$ cat src/design/olpd_pkg.sv
// shared codes and field widths for the ordered list block
package olpd_pkg;

  localparam int FUNC_W  = 3;
  localparam int VALUE_W = 32;
  localparam int POS_W   = 7;
  localparam int LEN_W   = 7;
  localparam int STAT_W  = 2;
  localparam int DATA_W  = 40;

  localparam logic [FUNC_W-1:0] FN_INS_FRONT = 3'd0;
  localparam logic [FUNC_W-1:0] FN_INS_BACK  = 3'd1;
  localparam logic [FUNC_W-1:0] FN_DEL_FRONT = 3'd2;
  localparam logic [FUNC_W-1:0] FN_DEL_BACK  = 3'd3;
  localparam logic [FUNC_W-1:0] FN_DEL_POS   = 3'd4;
  localparam logic [FUNC_W-1:0] FN_READ      = 3'd5;

  localparam logic [STAT_W-1:0] ST_OK    = 2'd0;
  localparam logic [STAT_W-1:0] ST_FULL  = 2'd1;
  localparam logic [STAT_W-1:0] ST_EMPTY = 2'd2;
  localparam logic [STAT_W-1:0] ST_RANGE = 2'd3;

endpackage

$ cat src/design/ordered_list_with_positional_delete.sv
// Bounded ordered list of signed values kept as a ring in a single memory.
// Input channel s_axis: one item names an operation in tuser (insert front,
// insert back, delete front, delete back, delete at a 1-based position, read
// out); tdata carries the value to insert and the position.
// Output channel m_axis: a readout of a non-empty list gives one item per element, front first,
// with tlast on the final one; every other operation gives one status item
// with tlast set, the status code in tuser and the new length in tdata.
// Inserts and plain deletes update the list on acceptance and then give their
// status item from the status state. Delete at position moves every element
// behind the gap through the memory, one a cycle, and then gives its status.
// A readout streams one element a cycle from the registered memory read while
// the receiver keeps accepting.
// The single slot adder and the one memory write port set this pace.
// s_axis_tready is high only while the sequencer is idle; a stalled receiver
// holds the output register and stops the readout stream at that point.
// Reset empties the list at once (front and length cleared); the element
// memory needs no clearing since only written entries are ever read.
module ordered_list_with_positional_delete
  import olpd_pkg::*;
#(
  parameter int CAPACITY = 64
) (
  input  logic              clk_i,
  input  logic              rst_ni,
  input  logic              s_axis_tvalid,
  output logic              s_axis_tready,
  input  logic [DATA_W-1:0] s_axis_tdata,  // value [31:0], position [38:32], zero pad
  input  logic [FUNC_W-1:0] s_axis_tuser,  // func [2:0]
  output logic              m_axis_tvalid,
  input  logic              m_axis_tready,
  output logic [DATA_W-1:0] m_axis_tdata,  // item_value [31:0], length [38:32], zero pad
  output logic              m_axis_tlast,
  output logic [STAT_W-1:0] m_axis_tuser   // status [1:0]
);

  localparam int IW = $clog2(CAPACITY);
  localparam int CW = $clog2(CAPACITY + 1);
  localparam int MW = (CW > POS_W) ? CW : POS_W;

  localparam logic [1:0] S_IDLE   = 2'd0;
  localparam logic [1:0] S_SHIFT  = 2'd1;
  localparam logic [1:0] S_READ   = 2'd2;
  localparam logic [1:0] S_STATUS = 2'd3;

  function automatic logic [IW-1:0] slot_of(input logic [IW-1:0] fr,
                                            input logic [CW-1:0] off);
    logic [CW:0] sum;
    sum = (CW+1)'(fr) + (CW+1)'(off);
    if (sum >= (CW+1)'(CAPACITY)) begin
      sum = sum - (CW+1)'(CAPACITY);
    end
    return sum[IW-1:0];
  endfunction

  logic [VALUE_W-1:0] mem [CAPACITY];

  logic [1:0]         state_q, state_d;
  logic [IW-1:0]      front_q, front_d;
  logic [CW-1:0]      count_q, count_d;
  logic [CW-1:0]      off_q, off_d;
  logic               first_q, first_d;
  logic               wv_q, wv_d;
  logic [IW-1:0]      a1_q, a1_d;
  logic [IW-1:0]      a2_q, a2_d;
  logic [STAT_W-1:0]  st_q, st_d;
  logic [VALUE_W-1:0] rdata_q;
  logic               rvalid_q, rvalid_d;
  logic               rlast_q, rlast_d;

  logic               m_valid_q, m_valid_d;
  logic [VALUE_W-1:0] m_value_q, m_value_d;
  logic               m_last_q, m_last_d;
  logic [STAT_W-1:0]  m_status_q, m_status_d;
  logic [CW-1:0]      m_len_q, m_len_d;

  logic [FUNC_W-1:0]  in_func;
  logic [VALUE_W-1:0] in_value;
  logic [POS_W-1:0]   in_pos;
  logic               accept;
  logic               out_free;
  logic               full;
  logic               empty;
  logic               rd_act;
  logic               load;
  logic [CW-1:0]      slot_off;
  logic [IW-1:0]      slot;
  logic               mem_we;
  logic [IW-1:0]      mem_wa;
  logic [VALUE_W-1:0] mem_wd;
  logic               mem_re;

  assign in_func  = s_axis_tuser;
  assign in_value = s_axis_tdata[VALUE_W-1:0];
  assign in_pos   = s_axis_tdata[VALUE_W+POS_W-1:VALUE_W];

  assign s_axis_tready = (state_q == S_IDLE);
  assign accept        = s_axis_tvalid && s_axis_tready;
  assign out_free      = !m_valid_q || m_axis_tready;
  assign full          = (count_q >= CW'(CAPACITY));
  assign empty         = (count_q == '0);
  assign rd_act        = (off_q < count_q);

  // offset select for the shared slot adder
  always_comb begin
    slot_off = off_q;
    if (state_q == S_IDLE) begin
      case (in_func)
        FN_INS_FRONT: slot_off = CW'(CAPACITY - 1);
        FN_INS_BACK:  slot_off = count_q;
        FN_DEL_FRONT: slot_off = CW'(1);
        default:      slot_off = '0;
      endcase
    end
  end

  assign slot = slot_of(front_q, slot_off);

  always_comb begin
    state_d    = state_q;
    front_d    = front_q;
    count_d    = count_q;
    off_d      = off_q;
    first_d    = first_q;
    wv_d       = wv_q;
    a1_d       = a1_q;
    a2_d       = a2_q;
    st_d       = st_q;
    rvalid_d   = rvalid_q;
    rlast_d    = rlast_q;
    m_valid_d  = m_valid_q;
    m_value_d  = m_value_q;
    m_last_d   = m_last_q;
    m_status_d = m_status_q;
    m_len_d    = m_len_q;
    mem_we     = 1'b0;
    mem_wa     = slot;
    mem_wd     = in_value;
    mem_re     = 1'b0;
    load       = 1'b0;

    if (m_valid_q && m_axis_tready) begin
      m_valid_d = 1'b0;
    end

    case (state_q)
      S_IDLE: begin
        if (accept) begin
          st_d    = ST_OK;
          state_d = S_STATUS;
          case (in_func)
            FN_INS_FRONT: begin
              if (full) begin
                st_d = ST_FULL;
              end else begin
                mem_we  = 1'b1;
                front_d = slot;
                count_d = count_q + CW'(1);
              end
            end
            FN_INS_BACK: begin
              if (full) begin
                st_d = ST_FULL;
              end else begin
                mem_we  = 1'b1;
                count_d = count_q + CW'(1);
              end
            end
            FN_DEL_FRONT: begin
              if (empty) begin
                st_d = ST_EMPTY;
              end else begin
                front_d = slot;
                count_d = count_q - CW'(1);
              end
            end
            FN_DEL_BACK: begin
              if (empty) begin
                st_d = ST_EMPTY;
              end else begin
                count_d = count_q - CW'(1);
              end
            end
            FN_DEL_POS: begin
              if (empty) begin
                st_d = ST_EMPTY;
              end else if (in_pos == '0 || MW'(in_pos) > MW'(count_q)) begin
                st_d = ST_RANGE;
              end else begin
                off_d   = CW'(MW'(in_pos) - MW'(1));
                first_d = 1'b1;
                wv_d    = 1'b0;
                state_d = S_SHIFT;
              end
            end
            FN_READ: begin
              if (empty) begin
                st_d = ST_EMPTY;
              end else begin
                off_d    = '0;
                rvalid_d = 1'b0;
                state_d  = S_READ;
              end
            end
            default: begin
              st_d = ST_OK;
            end
          endcase
        end
      end

      S_SHIFT: begin
        // read offset j while writing offset j-2 with the data read from offset j-1
        mem_re  = rd_act;
        a1_d    = slot;
        a2_d    = a1_q;
        wv_d    = rd_act && !first_q;
        first_d = 1'b0;
        if (rd_act) begin
          off_d = off_q + CW'(1);
        end
        mem_we = wv_q;
        mem_wa = a2_q;
        mem_wd = rdata_q;
        if (!rd_act && !wv_q) begin
          count_d = count_q - CW'(1);
          st_d    = ST_OK;
          state_d = S_STATUS;
        end
      end

      S_READ: begin
        load = rvalid_q && out_free;
        if (load) begin
          m_valid_d  = 1'b1;
          m_value_d  = rdata_q;
          m_last_d   = rlast_q;
          m_status_d = ST_OK;
          m_len_d    = count_q;
          rvalid_d   = 1'b0;
        end
        if (rd_act && (!rvalid_q || load)) begin
          mem_re   = 1'b1;
          rvalid_d = 1'b1;
          rlast_d  = (off_q + CW'(1) == count_q);
          off_d    = off_q + CW'(1);
        end
        if (load && rlast_q) begin
          state_d = S_IDLE;
        end
      end

      S_STATUS: begin
        if (out_free) begin
          m_valid_d  = 1'b1;
          m_value_d  = '0;
          m_last_d   = 1'b1;
          m_status_d = st_q;
          m_len_d    = count_q;
          state_d    = S_IDLE;
        end
      end

      default: begin
        state_d = S_IDLE;
      end
    endcase
  end

  // element memory, one write and one registered read a cycle
  always_ff @(posedge clk_i) begin
    if (mem_we) begin
      mem[mem_wa] <= mem_wd;
    end
    if (mem_re) begin
      rdata_q <= mem[slot];
    end
  end

  always_ff @(posedge clk_i or negedge rst_ni) begin
    if (!rst_ni) begin
      state_q   <= S_IDLE;
      front_q   <= '0;
      count_q   <= '0;
      first_q   <= 1'b0;
      wv_q      <= 1'b0;
      rvalid_q  <= 1'b0;
      m_valid_q <= 1'b0;
    end else begin
      state_q   <= state_d;
      front_q   <= front_d;
      count_q   <= count_d;
      first_q   <= first_d;
      wv_q      <= wv_d;
      rvalid_q  <= rvalid_d;
      m_valid_q <= m_valid_d;
    end
  end

  always_ff @(posedge clk_i) begin
    off_q      <= off_d;
    a1_q       <= a1_d;
    a2_q       <= a2_d;
    st_q       <= st_d;
    rlast_q    <= rlast_d;
    m_value_q  <= m_value_d;
    m_last_q   <= m_last_d;
    m_status_q <= m_status_d;
    m_len_q    <= m_len_d;
  end

  assign m_axis_tvalid = m_valid_q;
  assign m_axis_tdata  = {(DATA_W - VALUE_W - LEN_W)'(0), LEN_W'(m_len_q), m_value_q};
  assign m_axis_tlast  = m_last_q;
  assign m_axis_tuser  = m_status_q;

endmodule
$ cat config.mk
export PLATFORM = sky130hd
export DESIGN_NAME = ordered_list_with_positional_delete
export DESIGN_NICKNAME = d
export VERILOG_FILES = /design/src/design/olpd_pkg.sv /design/src/design/ordered_list_with_positional_delete.sv
export SDC_FILE = /design/constraint.sdc
export NUM_CORES = 2
export LEC_CHECK = 0
export BUFFER_PORTS_ARGS = -buffer_cell sky130_fd_sc_hd__buf_2
export CORE_MARGIN = 8
export CORE_UTILIZATION = 55
export CTS_CLUSTER_DIAMETER = 120
export CTS_CLUSTER_SIZE = 28
export DETAILED_ROUTE_END_ITERATION = 6
export HOLD_SLACK_MARGIN = 0.08
export MAX_ROUTING_LAYER = met4
export PLACE_DENSITY = 0.81
export SETUP_SLACK_MARGIN = 0.02
export SLEW_MARGIN = 15
export SYNTH_ARGS = -nofsm -noshare
export SYNTH_HDL_FRONTEND = slang
export SYNTH_SLANG_ARGS = --single-unit
export TNS_END_PERCENT = 100
$ cat constraint.sdc
create_clock -name clk_i -period 6.46 [get_ports clk_i]
set_clock_uncertainty 0.1 [all_clocks]
set_input_delay 1.292 -clock clk_i [delete_from_list [all_inputs] [get_ports clk_i]]
set_output_delay 1.292 -clock clk_i [all_outputs]
set_load 0.005 [all_outputs]
==> results.sh <==
export IMPL_status="finished, final reports clean"
export IMPL_start_util_pct=55.3
export IMPL_synth_most_common_cell="edfxtp_1"
export IMPL_gr_usage_met1_pct=31.9
export IMPL_syn_area_sq_um=83900
export IMPL_drive_gt1_share_pct=30.0
export IMPL_cp_end_kind="register"
export IMPL_io_pins=92
export IMPL_overflow=0
export IMPL_postRouteAntennaNets=0
export IMPL_die_h_um=406
export IMPL_clockRootBuffer="clkbuf_16"
export IMPL_yosys_warnings=0
export IMPL_maxCapViolCount=0
export IMPL_cp_required_ns=6.72
export IMPL_clock_sinks=2163
export IMPL_grt_use_met2_pct=38.1
export IMPL_wirelength_um=191000
export IMPL_synth_seq_area_share_pct=77.3
export IMPL_syn_inst=3493
export IMPL_syn2layout_area_growth_pct=8.28
export IMPL_slowest_stage="ha_1"
export IMPL_dpl_cell_area_sq_um=88300
export IMPL_path_clk_slew_ns=0.12
export IMPL_yosys_cell_types_count=56
export IMPL_die_w_um=406
export IMPL_slowest_delay_ns=0.69
export IMPL_drtIter0Drc=5646
export IMPL_max_freq_mhz=175
export IMPL_die_area_sq_um=165000
export IMPL_synth_area_per_cell_sq_um=24.0
export IMPL_hp_class="reg2reg"
export IMPL_via_count=38500
export IMPL_clk_path_buf_depth=3
export IMPL_vias_per_cell=6.74
export IMPL_path_delay_family="adder cells"
export IMPL_finalSetupTns_ns=0
export IMPL_htreeDepth=3
export IMPL_slew_viol_final=0
export IMPL_relSlewSlack_pct=15.3
export IMPL_worstSetupStartpointType="register"
export IMPL_synthFlopType="edfxtp_1"
export IMPL_cts_buffers=87
export IMPL_final_area_sq_um=90800
export IMPL_use_met3_pct=3.80
export IMPL_critical_path_buf_inv_count=4
export IMPL_grt_pass1_wl_um=276000
export IMPL_port_buffers=89
export IMPL_hold_viol_final=0
export IMPL_setup_violations=0
export IMPL_min_period_ns=5.70
export IMPL_synth_nets=3572
export IMPL_tightest_slew_ns=1.27
export IMPL_rows=143
export IMPL_grt_max_degree=81
export IMPL_async_flop_share_pct=0.878
export IMPL_place_gp_congestion=0.895
export IMPL_clkLatencyLatePin_ns=0.75
export IMPL_cts_tree="yes"
export IMPL_post_cts_resized=0
export IMPL_postCtsSetupBuffers=0
export IMPL_hpwlAfterDp_um=106000
export IMPL_path_class="reg2reg"
export IMPL_drc_errors=0
export IMPL_cpMostUsedCell="inv_1"
export IMPL_grt_antenna_before_repair=6
export IMPL_wl_per_cell_um=33.4
export IMPL_core_area_sq_um=152000
export IMPL_drt_pass1_iterations=6
export IMPL_fin_nets=3735
export IMPL_rsz0062_at_grt="no"
export IMPL_yosys_top_cells_area="edfxtp_1 (77%), mux4_2 (17%), mux2i_1 (1.2%), dfrtp_1 (0.57%), mux2_2 (0.52%)"
export IMPL_final_util_pct=59.9
export IMPL_yosys_area_top_type="edfxtp_1"
export IMPL_arrival_ns=5.97
export IMPL_path_cells="inv_1, ha_1, nand3b_1, o21ai_0, ha_4, inv_1, fa_4, xor2_4, inv_1, o32ai_1, nand2_1, nor3_2, buf_4"
export IMPL_crit_fanout=32
export IMPL_top_usage_layer="met2"
export IMPL_synth_edff_count=2144
export IMPL_grt_pass1_vias=38900
export IMPL_synth_top_cell_area_share_pct=76.8
export IMPL_hold_buffers=0
export IMPL_min_period_over_period_pct=88.3
export IMPL_grt_total_usage_pct=23.7
export IMPL_netlist_top_cells_count="edfxtp_1 (2144), mux4_2 (640), mux2i_1 (97), clkbuf_1 (77), nor3_1 (75)"
export IMPL_ys_ff_latch=2163
==> cell families after synthesis <==
group / synth area share, %
AOI/OAI and AO/OA: 0.645
xor gates and xnor gates: 0.301
adders and majority gates: 0.486
buffers and inverters: 1.12
DFF: 77.3
muxes: 18.9
other: 0.00447
and+or+nand+nor: 1.24
==> sequential cells by signal (all words and copies together) (netlist names) <==
signal         flops
m_len_q            7
a2_q               6
rdata_q           32
m_axis_tvalid      1
m_axis_tlast       1
m_value_q         32
rvalid_q           1
m_axis_tuser       2
rlast_q            1
st_q               2
count_q            7
first_q            1
off_q              7
a1_q               6
mem             2048
wv_q               1
front_q            6
state_q            2
==> layout make-up <==
class	instances	area, sq um
fillers	9904	60900
clock buffers	108	2320
well taps	2030	2540
repair buffers	252	2330
flip-flops and latches	2163	64900
diodes	5	12.5
multi-input cells	1121	18600
clock inverters	4	53.8
inverters	31	116
==> metrics by stage <==
| stage | std cells | hold slack, ns | setup slack, ns |
|---|---|---|---|
| global route | 5713 | 0.353 | 0.550 |
| finish | 5714 | 0.334 | 0.756 |
| CTS | 5706 | 0.338 | 0.886 |
| detailed placement | 5594 | 0.307 | 0.676 |
| floorplan | 3493 | 0.300 | 0.0937 |
| global placement | 5594 | 0.302 | 0.825 |
==> final timing paths <==
path,depth (start not counted),startpoint,end,slack [ns]
worst min register to register,0,a1_q[5],a2_q[5],0.33
worst max-delay path,13,state_q[0],mem[59][9],0.76
worst max register to register,13,state_q[0],mem[59][9],0.76
worst min-delay path,0,a1_q[5],a2_q[5],0.33
min in group asynchronous,1,rst_ni,front_q[4],0.40
max in group asynchronous,1,rst_ni,m_axis_tvalid,5.50
==> cell usage in the layout, fill, tap and decap left out, types with 3 or more instances in the layout <==
master	instances
nor2b_1	43
ha_1	29
a31oi_1	5
mux4_2	640
nor3_1	11
o22ai_1	8
a21oi_1	14
nor2_1	19
dfrtp_1	19
o32ai_1	4
a21o_1	3
clkbuf_16	90
mux2_4	15
xnor2_1	18
xor2_1	6
edfxtp_1	2144
and3_1	4
mux2i_1	97
o211ai_1	11
nand2b_1	4
nand2_1	31
o21ai_0	18
buf_4	110
mux2_2	24
nor4_1	3
buf_2	89
inv_1	31
clkbuf_1	18
xor2_4	3
nand3_1	7
nor3_2	64
buf_12	53
diode_2	5
==> metal layers <==
metal	up-vias	share of wire [%]
met5	-	0
met3	371	11
met2	2637	50
met1	20300	36
li1	15200	-
met4	0	3.2
Power is not shown: default switching activity piles up to over one toggle a cycle in this logic, so the estimate is an artifact.
